`src/rtl/core/vca_pkg.sv`:
```
`timescale 1ns / 1ps
`default_nettype none
// ----------------------------------------------------------------------------
// vca_pkg
// Shared constants, codes and controller/datapath interface types.
// ----------------------------------------------------------------------------
package vca_pkg;

    localparam int EXP_TABLE_POINTS_DEFAULT = 33;

    localparam int DATA_W    = 16;
    localparam int MIX_W     = 20;
    localparam int CFG_IDX_W = 2;

    localparam logic [CFG_IDX_W-1:0] CFG_LEVEL   = 2'd0;
    localparam logic [CFG_IDX_W-1:0] CFG_MIX_ONE = 2'd1;
    localparam logic [CFG_IDX_W-1:0] CFG_MIX_TWO = 2'd2;

    localparam logic [15:0] GAIN_UNITY = 16'd32768;
    localparam logic [14:0] TEN_VOLTS  = 15'd20480;
    localparam logic [47:0] HALF_TEN   = 48'd10240;
    localparam logic [47:0] ROUND_Q15  = 48'd16384;

    localparam logic [63:0] ONE_Q30     = 64'd1073741824;
    localparam logic [63:0] LOG2_50_Q30 = 64'd6060044440;
    localparam logic [63:0] LN2_Q30     = 64'd744261118;
    localparam logic [63:0] EXP_DEN_Q30 = 64'd49 << 30;
    localparam logic [63:0] Q15_ONE     = 64'd32768;
    localparam int          EXP_SERIES_TERMS = 14;

    localparam int          DIV_DIGIT_W = 8;
    localparam int          DIV_DIGITS  = 5;
    localparam int          DIV_W       = DIV_DIGIT_W * DIV_DIGITS;
    localparam logic [3:0]  DIVISOR     = 4'd5;

    typedef enum logic [2:0] {
        MUL_LEVEL,
        MUL_LIN,
        MUL_POS,
        MUL_INTERP,
        MUL_EXP,
        MUL_MIX1,
        MUL_MIX2
    } mul_sel_t;

    typedef enum logic [1:0] {
        M_SRC_LEVEL,
        M_SRC_DIV,
        M_SRC_EXP
    } m_src_t;

    typedef struct packed {
        logic     load;
        logic     mul_en;
        mul_sel_t mul_sel;
        logic     div_start;
        logic     div_round;
        logic     m_wb;
        m_src_t   m_src;
        logic     idx_wb;
        logic     tab_rd;
        logic     g_wb;
        logic     ch_wb;
        logic     acc_wb;
        logic     mix1_wb;
        logic     mix2_wb;
        logic     out_load;
    } dp_cmd_t;

    typedef struct packed {
        logic lin_on;
        logic exp_on;
        logic last;
        logic div_done;
    } dp_stat_t;

endpackage
`default_nettype wire

```
`src/rtl/core/vca_div5.sv`:
```
`timescale 1ns / 1ps
`default_nettype none
// ----------------------------------------------------------------------------
// vca_div5
// Iterative divide by five, one byte of dividend per cycle, MSB first.
// ----------------------------------------------------------------------------
module vca_div5 import vca_pkg::*;
(
    input  logic             clk,
    input  logic             rst_n,
    input  logic             start,
    input  logic [DIV_W-1:0] dividend,
    output logic [DIV_W-1:0] quotient,
    output logic [2:0]       remainder,
    output logic             done
);

    localparam int CntW = $clog2(DIV_DIGITS + 1);

    logic [DIV_W-1:0]       num_reg;
    logic [2:0]             rem_reg;
    logic [CntW-1:0]        cnt_reg;
    logic                   done_reg;
    logic [DIV_DIGIT_W-1:0] qbyte;
    logic [2:0]             rem_next;

    always_comb
    begin
        logic [3:0] t;
        logic [2:0] r;
        r = rem_reg;
        qbyte = '0;
        for (int i = DIV_DIGIT_W - 1; i >= 0; i--)
        begin
            t = {r, num_reg[DIV_W-DIV_DIGIT_W+i]};
            if (t >= DIVISOR)
            begin
                qbyte[i] = 1'b1;
                r = 3'(t - DIVISOR);
            end
            else
            begin
                r = t[2:0];
            end
        end
        rem_next = r;
    end

    always_ff @(posedge clk or negedge rst_n)
    begin
        if (!rst_n)
        begin
            cnt_reg  <= '0;
            done_reg <= 1'b0;
        end
        else if (start)
        begin
            cnt_reg  <= CntW'(DIV_DIGITS);
            done_reg <= 1'b0;
        end
        else if (cnt_reg != '0)
        begin
            cnt_reg  <= cnt_reg - CntW'(1);
            done_reg <= (cnt_reg == CntW'(1));
        end
        else
        begin
            done_reg <= 1'b0;
        end
    end

    always_ff @(posedge clk)
    begin
        if (start)
        begin
            num_reg <= dividend;
            rem_reg <= '0;
        end
        else if (cnt_reg != '0)
        begin
            num_reg <= {num_reg[DIV_W-DIV_DIGIT_W-1:0], qbyte};
            rem_reg <= rem_next;
        end
    end

    assign quotient  = num_reg;
    assign remainder = rem_reg;
    assign done      = done_reg;

endmodule
`default_nettype wire

```
`src/rtl/core/vca_dp.sv`:
```
`timescale 1ns / 1ps
`default_nettype none
// ----------------------------------------------------------------------------
// vca_dp
// Datapath: shared multiplier, divide-by-five unit, gain table, mix bus.
// ----------------------------------------------------------------------------
module vca_dp import vca_pkg::*;
#(
    parameter int EXP_TABLE_POINTS = EXP_TABLE_POINTS_DEFAULT
)
(
    input  logic                 clk,
    input  logic                 rst_n,
    input  logic [DATA_W-1:0]    sample,
    input  logic [DATA_W-1:0]    lin_cv,
    input  logic                 lin_present,
    input  logic [DATA_W-1:0]    exp_cv,
    input  logic                 exp_present,
    input  logic                 last_channel,
    input  logic                 cfg_we,
    input  logic [CFG_IDX_W-1:0] cfg_index,
    input  logic [DATA_W-1:0]    cfg_wdata,
    input  dp_cmd_t              cmd,
    output dp_stat_t             stat,
    output logic [DATA_W-1:0]    channel_out,
    output logic [DATA_W-1:0]    mix_one,
    output logic [DATA_W-1:0]    mix_two,
    output logic                 mix_valid
);

    localparam int          Span   = EXP_TABLE_POINTS - 1;
    localparam int          IdxW   = $clog2(EXP_TABLE_POINTS);
    localparam logic [63:0] ExpDen = EXP_DEN_Q30;

    function automatic logic [15:0] exp_entry(input int k);
        logic [63:0] x;
        logic [63:0] y;
        logic [63:0] ip;
        logic [63:0] t;
        logic [63:0] sum;
        logic [63:0] term;
        logic [63:0] r;
        logic [63:0] num;
        logic [63:0] e;
        x    = (64'(k) * ONE_Q30) / 64'(EXP_TABLE_POINTS - 1);
        y    = (x * LOG2_50_Q30) >> 30;
        ip   = y >> 30;
        t    = ((y & (ONE_Q30 - 64'd1)) * LN2_Q30) >> 30;
        sum  = ONE_Q30;
        term = ONE_Q30;
        for (int n = 1; n <= EXP_SERIES_TERMS; n++)
        begin
            term = ((term * t) >> 30) / 64'(n);
            sum  = sum + term;
        end
        r   = sum << ip[2:0];
        num = (r - ONE_Q30) * Q15_ONE;
        e   = (num + ExpDen / 64'd2) / ExpDen;
        if (e > Q15_ONE)
            e = Q15_ONE;
        if (k == 0)
            e = 64'd0;
        if (k == Span)
            e = Q15_ONE;
        return e[15:0];
    endfunction

    function automatic logic [14:0] clamp_cv(input logic [15:0] cv);
        logic [14:0] v;
        if (cv[15])
            v = '0;
        else if (cv[14:0] > TEN_VOLTS)
            v = TEN_VOLTS;
        else
            v = cv[14:0];
        return v;
    endfunction

    function automatic logic [15:0] sat_sm(input logic neg, input logic [20:0] mag);
        logic [15:0] v;
        if (neg)
            v = (mag >= 21'd32768) ? 16'h8000 : 16'(~mag[15:0] + 16'd1);
        else
            v = (mag > 21'd32767) ? 16'h7FFF : mag[15:0];
        return v;
    endfunction

    logic [15:0] exp_tab [EXP_TABLE_POINTS];

    for (genvar k = 0; k < EXP_TABLE_POINTS; k++)
    begin : g_tab
        localparam logic [15:0] Entry = exp_entry(k);
        assign exp_tab[k] = Entry;
    end

    logic [15:0]       level_gain_reg;
    logic [15:0]       mix_one_gain_reg;
    logic [15:0]       mix_two_gain_reg;
    logic              s_neg_reg;
    logic [16:0]       s_mag_reg;
    logic [14:0]       lc_reg;
    logic [14:0]       xc_reg;
    logic              lin_on_reg;
    logic              exp_on_reg;
    logic              last_reg;
    logic [31:0]       m_reg;
    logic [47:0]       prod_reg;
    logic [IdxW-1:0]   idx_reg;
    logic [14:0]       frac_reg;
    logic [15:0]       ta_reg;
    logic [15:0]       tb_reg;
    logic [15:0]       g_reg;
    logic [15:0]       ch_reg;
    logic [MIX_W-1:0]  acc_reg;
    logic              acc_neg_reg;
    logic [MIX_W-1:0]  acc_mag_reg;
    logic [MIX_W-1:0]  mix_sum_reg;
    logic [15:0]       mix1_reg;
    logic [15:0]       mix2_reg;
    logic [15:0]       channel_out_reg;
    logic [15:0]       mix_one_reg;
    logic [15:0]       mix_two_reg;
    logic              mix_valid_reg;

    logic [31:0]       mul_a;
    logic [15:0]       mul_b;
    logic [15:0]       tab_diff;
    logic [47:0]       prod_rnd10;
    logic [47:0]       prod_rnd15;
    logic [DIV_W-1:0]  div_n;
    logic [DIV_W-1:0]  div_quo;
    logic [2:0]        div_rem;
    logic              div_done;
    logic [16:0]       s_ext;
    logic [32:0]       m_rnd;
    logic [MIX_W:0]    acc_sum;
    logic [MIX_W-1:0]  acc_sat;
    logic [IdxW-1:0]   idx_inc;
    logic [31:0]       m_next;

    assign tab_diff   = (tb_reg >= ta_reg) ? 16'(tb_reg - ta_reg) : 16'd0;
    assign prod_rnd10 = prod_reg + HALF_TEN;
    assign prod_rnd15 = prod_reg + ROUND_Q15;
    assign div_n      = cmd.div_round ? DIV_W'(prod_rnd10[47:12]) : DIV_W'(prod_reg[47:12]);
    assign s_ext      = {sample[15], sample};
    assign m_rnd      = {1'b0, m_reg} + 33'd16384;
    assign acc_sum    = {{(MIX_W + 1 - DATA_W){ch_reg[15]}}, ch_reg}
                      + {mix_sum_reg[MIX_W-1], mix_sum_reg};
    assign acc_sat    = (acc_sum[MIX_W] != acc_sum[MIX_W-1])
                      ? {acc_sum[MIX_W], {(MIX_W - 1){~acc_sum[MIX_W]}}}
                      : acc_sum[MIX_W-1:0];
    assign idx_inc    = idx_reg + IdxW'(1);

    always_comb
    begin
        case (cmd.mul_sel)
            MUL_LEVEL:
            begin
                mul_a = 32'(s_mag_reg);
                mul_b = level_gain_reg;
            end
            MUL_LIN:
            begin
                mul_a = m_reg;
                mul_b = 16'(lc_reg);
            end
            MUL_POS:
            begin
                mul_a = 32'(xc_reg);
                mul_b = 16'(Span);
            end
            MUL_INTERP:
            begin
                mul_a = 32'(tab_diff);
                mul_b = 16'(frac_reg);
            end
            MUL_EXP:
            begin
                mul_a = m_reg;
                mul_b = g_reg;
            end
            MUL_MIX1:
            begin
                mul_a = 32'(acc_mag_reg);
                mul_b = mix_one_gain_reg;
            end
            MUL_MIX2:
            begin
                mul_a = 32'(acc_mag_reg);
                mul_b = mix_two_gain_reg;
            end
            default:
            begin
                mul_a = '0;
                mul_b = '0;
            end
        endcase
    end

    always_comb
    begin
        case (cmd.m_src)
            M_SRC_LEVEL: m_next = prod_reg[31:0];
            M_SRC_DIV:   m_next = div_quo[31:0];
            M_SRC_EXP:   m_next = prod_rnd15[46:15];
            default:     m_next = m_reg;
        endcase
    end

    vca_div5 u_div5
    (
        .clk       (clk),
        .rst_n     (rst_n),
        .start     (cmd.div_start),
        .dividend  (div_n),
        .quotient  (div_quo),
        .remainder (div_rem),
        .done      (div_done)
    );

    always_ff @(posedge clk or negedge rst_n)
    begin
        if (!rst_n)
        begin
            level_gain_reg   <= GAIN_UNITY;
            mix_one_gain_reg <= GAIN_UNITY;
            mix_two_gain_reg <= GAIN_UNITY;
            mix_sum_reg      <= '0;
        end
        else
        begin
            if (cfg_we)
            begin
                case (cfg_index)
                    CFG_LEVEL:   level_gain_reg   <= cfg_wdata;
                    CFG_MIX_ONE: mix_one_gain_reg <= cfg_wdata;
                    CFG_MIX_TWO: mix_two_gain_reg <= cfg_wdata;
                    default:     ;
                endcase
            end
            if (cmd.out_load)
                mix_sum_reg <= last_reg ? '0 : acc_reg;
        end
    end

    always_ff @(posedge clk)
    begin
        if (cmd.load)
        begin
            s_neg_reg  <= sample[15];
            s_mag_reg  <= sample[15] ? 17'(~s_ext + 17'd1) : s_ext;
            lc_reg     <= clamp_cv(lin_cv);
            xc_reg     <= clamp_cv(exp_cv);
            lin_on_reg <= lin_present;
            exp_on_reg <= exp_present;
            last_reg   <= last_channel;
        end
        if (cmd.mul_en)
            prod_reg <= 48'(mul_a) * 48'(mul_b);
        if (cmd.m_wb)
            m_reg <= m_next;
        if (cmd.idx_wb)
        begin
            if (div_quo >= DIV_W'(Span))
            begin
                idx_reg  <= IdxW'(Span - 1);
                frac_reg <= TEN_VOLTS;
            end
            else
            begin
                idx_reg  <= div_quo[IdxW-1:0];
                frac_reg <= {div_rem, prod_reg[11:0]};
            end
        end
        if (cmd.tab_rd)
        begin
            ta_reg <= exp_tab[idx_reg];
            tb_reg <= exp_tab[idx_inc];
        end
        if (cmd.g_wb)
            g_reg <= 16'(ta_reg + div_quo[15:0]);
        if (cmd.ch_wb)
            ch_reg <= sat_sm(s_neg_reg, 21'(m_rnd[32:15]));
        if (cmd.acc_wb)
        begin
            acc_reg     <= acc_sat;
            acc_neg_reg <= acc_sat[MIX_W-1];
            acc_mag_reg <= acc_sat[MIX_W-1] ? MIX_W'(~acc_sat + MIX_W'(1)) : acc_sat;
        end
        if (cmd.mix1_wb)
            mix1_reg <= sat_sm(acc_neg_reg, prod_rnd15[35:15]);
        if (cmd.mix2_wb)
            mix2_reg <= sat_sm(acc_neg_reg, prod_rnd15[35:15]);
        if (cmd.out_load)
        begin
            channel_out_reg <= ch_reg;
            mix_one_reg     <= last_reg ? mix1_reg : '0;
            mix_two_reg     <= last_reg ? mix2_reg : '0;
            mix_valid_reg   <= last_reg;
        end
    end

    assign stat.lin_on   = lin_on_reg;
    assign stat.exp_on   = exp_on_reg;
    assign stat.last     = last_reg;
    assign stat.div_done = div_done;

    assign channel_out = channel_out_reg;
    assign mix_one     = mix_one_reg;
    assign mix_two     = mix_two_reg;
    assign mix_valid   = mix_valid_reg;

endmodule
`default_nettype wire

```
`src/rtl/core/vca_ctrl.sv`:
```
`timescale 1ns / 1ps
`default_nettype none
// ----------------------------------------------------------------------------
// vca_ctrl
// Sequencer for one channel transaction and the output register handshake.
// ----------------------------------------------------------------------------
module vca_ctrl import vca_pkg::*;
(
    input  logic     clk,
    input  logic     rst_n,
    input  logic     s_valid,
    output logic     s_ready,
    output logic     m_valid,
    input  logic     m_ready,
    input  dp_stat_t stat,
    output dp_cmd_t  cmd
);

    localparam logic [4:0] ST_IDLE     = 5'd0;
    localparam logic [4:0] ST_LEVEL    = 5'd1;
    localparam logic [4:0] ST_LEVEL_WB = 5'd2;
    localparam logic [4:0] ST_LIN_MUL  = 5'd3;
    localparam logic [4:0] ST_LIN_DIV0 = 5'd4;
    localparam logic [4:0] ST_LIN_DIV  = 5'd5;
    localparam logic [4:0] ST_POS_MUL  = 5'd6;
    localparam logic [4:0] ST_POS_DIV0 = 5'd7;
    localparam logic [4:0] ST_POS_DIV  = 5'd8;
    localparam logic [4:0] ST_TAB      = 5'd9;
    localparam logic [4:0] ST_INT_MUL  = 5'd10;
    localparam logic [4:0] ST_INT_DIV0 = 5'd11;
    localparam logic [4:0] ST_INT_DIV  = 5'd12;
    localparam logic [4:0] ST_EXP_MUL  = 5'd13;
    localparam logic [4:0] ST_EXP_WB   = 5'd14;
    localparam logic [4:0] ST_FIN      = 5'd15;
    localparam logic [4:0] ST_ACC      = 5'd16;
    localparam logic [4:0] ST_MIX1     = 5'd17;
    localparam logic [4:0] ST_MIX2     = 5'd18;
    localparam logic [4:0] ST_MIX2_WB  = 5'd19;
    localparam logic [4:0] ST_OUT      = 5'd20;

    logic [4:0] state_reg;
    logic [4:0] state_next;
    logic       m_valid_reg;
    logic       m_valid_next;

    always_comb
    begin
        state_next   = state_reg;
        m_valid_next = m_valid_reg && !m_ready;
        cmd          = '0;
        cmd.mul_sel  = MUL_LEVEL;
        cmd.m_src    = M_SRC_LEVEL;
        case (state_reg)
            ST_IDLE:
            begin
                if (s_valid)
                begin
                    cmd.load   = 1'b1;
                    state_next = ST_LEVEL;
                end
            end
            ST_LEVEL:
            begin
                cmd.mul_en  = 1'b1;
                cmd.mul_sel = MUL_LEVEL;
                state_next  = ST_LEVEL_WB;
            end
            ST_LEVEL_WB:
            begin
                cmd.m_wb  = 1'b1;
                cmd.m_src = M_SRC_LEVEL;
                if (stat.lin_on)
                    state_next = ST_LIN_MUL;
                else if (stat.exp_on)
                    state_next = ST_POS_MUL;
                else
                    state_next = ST_FIN;
            end
            ST_LIN_MUL:
            begin
                cmd.mul_en  = 1'b1;
                cmd.mul_sel = MUL_LIN;
                state_next  = ST_LIN_DIV0;
            end
            ST_LIN_DIV0:
            begin
                cmd.div_start = 1'b1;
                cmd.div_round = 1'b1;
                state_next    = ST_LIN_DIV;
            end
            ST_LIN_DIV:
            begin
                if (stat.div_done)
                begin
                    cmd.m_wb   = 1'b1;
                    cmd.m_src  = M_SRC_DIV;
                    state_next = stat.exp_on ? ST_POS_MUL : ST_FIN;
                end
            end
            ST_POS_MUL:
            begin
                cmd.mul_en  = 1'b1;
                cmd.mul_sel = MUL_POS;
                state_next  = ST_POS_DIV0;
            end
            ST_POS_DIV0:
            begin
                cmd.div_start = 1'b1;
                state_next    = ST_POS_DIV;
            end
            ST_POS_DIV:
            begin
                if (stat.div_done)
                begin
                    cmd.idx_wb = 1'b1;
                    state_next = ST_TAB;
                end
            end
            ST_TAB:
            begin
                cmd.tab_rd = 1'b1;
                state_next = ST_INT_MUL;
            end
            ST_INT_MUL:
            begin
                cmd.mul_en  = 1'b1;
                cmd.mul_sel = MUL_INTERP;
                state_next  = ST_INT_DIV0;
            end
            ST_INT_DIV0:
            begin
                cmd.div_start = 1'b1;
                cmd.div_round = 1'b1;
                state_next    = ST_INT_DIV;
            end
            ST_INT_DIV:
            begin
                if (stat.div_done)
                begin
                    cmd.g_wb   = 1'b1;
                    state_next = ST_EXP_MUL;
                end
            end
            ST_EXP_MUL:
            begin
                cmd.mul_en  = 1'b1;
                cmd.mul_sel = MUL_EXP;
                state_next  = ST_EXP_WB;
            end
            ST_EXP_WB:
            begin
                cmd.m_wb   = 1'b1;
                cmd.m_src  = M_SRC_EXP;
                state_next = ST_FIN;
            end
            ST_FIN:
            begin
                cmd.ch_wb  = 1'b1;
                state_next = ST_ACC;
            end
            ST_ACC:
            begin
                cmd.acc_wb = 1'b1;
                state_next = stat.last ? ST_MIX1 : ST_OUT;
            end
            ST_MIX1:
            begin
                cmd.mul_en  = 1'b1;
                cmd.mul_sel = MUL_MIX1;
                state_next  = ST_MIX2;
            end
            ST_MIX2:
            begin
                cmd.mul_en  = 1'b1;
                cmd.mul_sel = MUL_MIX2;
                cmd.mix1_wb = 1'b1;
                state_next  = ST_MIX2_WB;
            end
            ST_MIX2_WB:
            begin
                cmd.mix2_wb = 1'b1;
                state_next  = ST_OUT;
            end
            ST_OUT:
            begin
                if (!m_valid_reg || m_ready)
                begin
                    cmd.out_load = 1'b1;
                    m_valid_next = 1'b1;
                    state_next   = ST_IDLE;
                end
            end
            default:
            begin
                state_next = ST_IDLE;
            end
        endcase
    end

    always_ff @(posedge clk or negedge rst_n)
    begin
        if (!rst_n)
        begin
            state_reg   <= ST_IDLE;
            m_valid_reg <= 1'b0;
        end
        else
        begin
            state_reg   <= state_next;
            m_valid_reg <= m_valid_next;
        end
    end

    assign s_ready = (state_reg == ST_IDLE);
    assign m_valid = m_valid_reg;

endmodule
`default_nettype wire

```
`src/rtl/core/vca_bank_with_mix.sv`:
```
`timescale 1ns / 1ps
`default_nettype none
// ----------------------------------------------------------------------------
// vca_bank_with_mix
// Bank of voltage controlled amplifiers with linear and exponential control
// and a two-output mix bus summed over each frame.
// ----------------------------------------------------------------------------
//  port group | direction | handshake               | contents
//  s_axis     | in        | tvalid / tready         | channel sample, controls
//  m_axis     | out       | tvalid / tready         | channel and mix results
//  cfg        | in        | cfg_we, no back-pressure| level and mix gains
//
//  Transaction length grows with linear control and with exponential control
//  connected, and on the last channel of a frame. It is set by the single
//  shared 32x16 multiplier and the divide-by-five unit, which retires one
//  byte of dividend per cycle. Reset clears the sequencer, the output valid
//  and the mix sum, and sets the gains to unity. A full output register
//  holds the sequencer before its final load; input is taken again once
//  the result is in the output register.
// ----------------------------------------------------------------------------
module vca_bank_with_mix import vca_pkg::*;
#(
    parameter int EXP_TABLE_POINTS = EXP_TABLE_POINTS_DEFAULT
)
(
    input  logic                 clk,
    input  logic                 rst_n,
    input  logic                 s_axis_tvalid,
    output logic                 s_axis_tready,
    input  logic [47:0]          s_axis_tdata,  // sample, lin_cv, exp_cv
    input  logic [1:0]           s_axis_tuser,  // lin_present, exp_present
    input  logic                 s_axis_tlast,
    output logic                 m_axis_tvalid,
    input  logic                 m_axis_tready,
    output logic [47:0]          m_axis_tdata,  // channel_out, mix_one, mix_two
    output logic [0:0]           m_axis_tuser,  // mix_valid
    input  logic                 cfg_we,
    input  logic [CFG_IDX_W-1:0] cfg_index,
    input  logic [DATA_W-1:0]    cfg_wdata
);

    dp_cmd_t           cmd;
    dp_stat_t          stat;
    logic [DATA_W-1:0] channel_out;
    logic [DATA_W-1:0] mix_one;
    logic [DATA_W-1:0] mix_two;
    logic              mix_valid;

    vca_ctrl u_ctrl
    (
        .clk     (clk),
        .rst_n   (rst_n),
        .s_valid (s_axis_tvalid),
        .s_ready (s_axis_tready),
        .m_valid (m_axis_tvalid),
        .m_ready (m_axis_tready),
        .stat    (stat),
        .cmd     (cmd)
    );

    vca_dp #(.EXP_TABLE_POINTS(EXP_TABLE_POINTS)) u_dp
    (
        .clk          (clk),
        .rst_n        (rst_n),
        .sample       (s_axis_tdata[15:0]),
        .lin_cv       (s_axis_tdata[31:16]),
        .lin_present  (s_axis_tuser[0]),
        .exp_cv       (s_axis_tdata[47:32]),
        .exp_present  (s_axis_tuser[1]),
        .last_channel (s_axis_tlast),
        .cfg_we       (cfg_we),
        .cfg_index    (cfg_index),
        .cfg_wdata    (cfg_wdata),
        .cmd          (cmd),
        .stat         (stat),
        .channel_out  (channel_out),
        .mix_one      (mix_one),
        .mix_two      (mix_two),
        .mix_valid    (mix_valid)
    );

    assign m_axis_tdata = {mix_two, mix_one, channel_out};
    assign m_axis_tuser = mix_valid;

endmodule
`default_nettype wire

```
`config.mk`:
```
export PLATFORM = sky130hd
export DESIGN_NAME = vca_bank_with_mix
export DESIGN_NICKNAME = d
export VERILOG_FILES = /design/src/rtl/core/vca_pkg.sv /design/src/rtl/core/vca_div5.sv /design/src/rtl/core/vca_dp.sv /design/src/rtl/core/vca_ctrl.sv /design/src/rtl/core/vca_bank_with_mix.sv
export SDC_FILE = /design/constraint.sdc
export NUM_CORES = 2
export LEC_CHECK = 0
export ABC_AREA = 1
export BUFFER_PORTS_ARGS = -buffer_cell sky130_fd_sc_hd__buf_2
export CAP_MARGIN = 20
export CORE_ASPECT_RATIO = 0.75
export CORE_MARGIN = 3
export CORE_UTILIZATION = 60
export CTS_CLUSTER_DIAMETER = 60
export CTS_CLUSTER_SIZE = 40
export DETAILED_ROUTE_END_ITERATION = 10
export PLACE_DENSITY_LB_ADDON = 0.1
export SKIP_LAST_GASP = 1
export SYNTH_ARGS = -nofsm -noshare
export SYNTH_HDL_FRONTEND = slang
export SYNTH_SLANG_ARGS = --single-unit
```
`constraint.sdc`:
```
create_clock -name clk -period 9.7 [get_ports clk]
set_clock_uncertainty 0.05 [all_clocks]
set_input_delay 0.485 -clock clk [delete_from_list [all_inputs] [get_ports clk]]
set_output_delay 0.485 -clock clk [all_outputs]
set_load 0.005 [all_outputs]
```
==> impl_metrics.csv <==
group,metric,value,unit
status,status,"finished, final reports clean",
critical_path,critical_path_class,"register to register",
clock_tree,clk_latency,0.64,ns
cells_and_area,area_growth,8.06,%
sta,finalHoldViolations,0,
detailed_routing,drt-total-wl,130000,µm
clock_tree,cts_buffers,29,
critical_path,critical_path_arrival,9.54,ns
sta,rsz0062_at_grt,"true",
detailed_routing,initialDrtViolationCount,3956,
clock_tree,htree_levels,1,
logic_synthesis,synth.top_cell.area_share,0.271,
clock_tree,clk_pin_slew,0.11,ns
critical_path,worstPathMaxFanout,16,
detailed_routing,wl_met3,18800,µm
logic_synthesis,syn_area_per_cell,8.60,µm²
grt,grt_antenna_before_repair,9,
logic_synthesis,synth_top_cell_by_area,"edfxtp_1",
critical_path,required,10.03,ns
die,initial_core_util,0.614,
die,die_x,310,µm
logic_synthesis,synth_ff_type,"edfxtp_1",
critical_path,cp_slowest_cell,"nor2_1",
die,die_h,234,µm
flow_run,maxCapViolCount,0,
detailed_routing,wl_met1,55700,µm
sta,slew_violations,0,
logic_synthesis,ys.warnings.count,0,
critical_path,end_kind,"register",
logic_synthesis,netlist_top_cells_area,"edfxtp_1 (27%), fa_1 (20%), nand2_1 (9.0%)",
sta,max_slew_margin,0.223,
sta,tns,0,ns
sta,whs,0.0746,ns
detailed_routing,wire_per_inst,22.1,µm
clock_tree,clock_sinks,457,
sta,tightest_slew,1.16,ns
grt,grt_max_degree,60,
cells_and_area,largest_register_ffs,48,
logic_synthesis,ys_seq_elements,457,
logic_synthesis,synth_seq_area_share,0.320,
grt,track_usage,0.362,
sta,setup_violations,0,
die,ios,125,
clock_tree,cts.path.max_buffers,3,
critical_path,slowest_delay,0.72,ns
min_path,hp-class,"primary input to register",
detailed_routing,wl_met2,52100,µm
placement,dp_hpwl,104000,µm
logic_synthesis,async_reset_ff_frac,0.171,
critical_path,cp-start-kind,"register",
logic_synthesis,netlist_area,0.0416,mm²
logic_synthesis,synth_cell_type_count,74,
grt,grt_pass1_vias,31918,
logic_synthesis,synth_edf_count,376,
grt,grt_pass1_wl,197000,µm
grt,overflow,0,
cells_and_area,fin_area,0.0449,mm²
sta,fmax,0.109,GHz
logic_synthesis,synth_common_cells,"nand2_1 (1002), inv_1 (996), nor2_1 (423), fa_1 (421), edfxtp_1 (376)",
detailed_routing,drt_pass1_iterations,6,
cells_and_area,fin_nets,5672,
sta,fin_crit,9.21,ns
placement,placed_area,0.0436,mm²
placement,gp_congestion,1.02,
detailed_routing,ant_nets,0,
detailed_routing,vias,33776,
placement,port_buffers,124,
logic_synthesis,synthCells,4837,
detailed_routing,drc,0,
cells_and_area,final_layout_size_suffix_gt1_frac,0.0872,
detailed_routing,highest_layer,"met5",
die,core.rowCount,82,
detailed_routing,via_per_inst,5.76,
die,coreArea,0.0677,mm²
clock_tree,cts_tree,"done",
logic_synthesis,yosysMostFrequentCell,"nand2_1",
clock_tree,root_buffer,"clkbuf_16",
die,die-area,0.0725,mm²
sta,fin_crit_sh,0.949,
metal layers:
metal / up-vias / global-route usage
met4: 6 / 0.0761
met5: - / 0
li1: 15423 / -
met3: 184 / 0.137
met1: 16363 / 0.546
met2: 1800 / 0.498
layout by cell type (no fill, tap or decap), types with 16 or more instances in the layout:
cell and instances:
nand2_2 21, or2_2 16, nor3_1 51, o21ai_2 16, nor2_1 418, xor2_1 128
a31oi_1 17, nor4_1 28, nand4_1 30, nand2_1 1000, buf_4 112, edfxtp_1 376
a22oi_1 30, buf_2 123, xnor2_1 40, dfrtp_1 75, a22o_1 27, a21oi_1 196
o21ai_1 16, ha_1 221, fa_1 421, clkbuf_16 29, o21ai_0 213, inv_2 17
inv_1 996, nand3_1 131
area by class of cell:
cell class	count	area, µm²
diodes	2	5.00
clock buffers	29	726
clock inverters	25	453
fillers	5730	22800
inverters	1020	3830
multi-input cells	3204	23900
flip-flops and latches	457	13300
well taps	882	1100
repair buffers	244	1570
worst max-delay path: cells and delay by family (launching register included):
kind            cells  cell delay [ns]
fa+ha+maj           7             3.34
simple gates       15             2.62
compound gates      7             1.25
buf+inv            11             1.22
flops               1             0.44
what timing repair did:
| item | 4_1_cts | 5_1_grt |
|---|---|---|
| hold buffers | 5 | 0 |
| resized for setup | 0 | 14 |
| setup endpoints to repair | 0 | 16 |
| hold endpoints to repair | 32 | 0 |
| setup buffers | 0 | 4 |
kinds of logic (layout without fill, tap and decap cells):
group | count (synthesis) | after routing | synth area share
buffers and inverters | 1177 | 1318 | 0.108
adder cells (fa/ha/maj) | 642 | 642 | 0.269
AND/OR/NAND/NOR | 1755 | 1755 | 0.176
other | 1 | 4 | 0.0000902
AO/OA/AOI/OAI | 636 | 636 | 0.0907
flip-flops | 457 | 457 | 0.320
XOR/XNOR | 169 | 169 | 0.0358
path summary, 6_finish.rpt:
kind / start / end / slack [ns] / cells after the start
worst min register to register: u_dp.mix_two_gain_reg[15] / u_dp.mix_two_gain_reg[15] / 0.45 / 2
worst max register to register: u_ctrl.state_reg[2] / u_dp.prod_reg[41] / 0.49 / 40
min in group asynchronous: rst_n / u_dp.mix_one_gain_reg[12] / 0.29 / 2
worst max-delay path: u_ctrl.state_reg[2] / u_dp.prod_reg[41] / 0.49 / 40
worst min-delay path: cfg_wdata[12] / u_dp.mix_one_gain_reg[12] / 0.07 / 3
max in group asynchronous: rst_n / u_dp.mix_sum_reg[9] / 8.19 / 3
stage by stage:
stage                      util  std cells  setup WS, ns
after floorplan               -       4838          1.40
after global placement    0.643       5794         0.478
after detailed placement  0.644       5795         0.291
after CTS                 0.662       5854         0.214
after global routing      0.664       5862       -0.0371
final                     0.664       5863         0.493
Power is left out: the tool's default activity adds up to more than one toggle a clock period on the data nets, which glitch-free logic cannot reach.
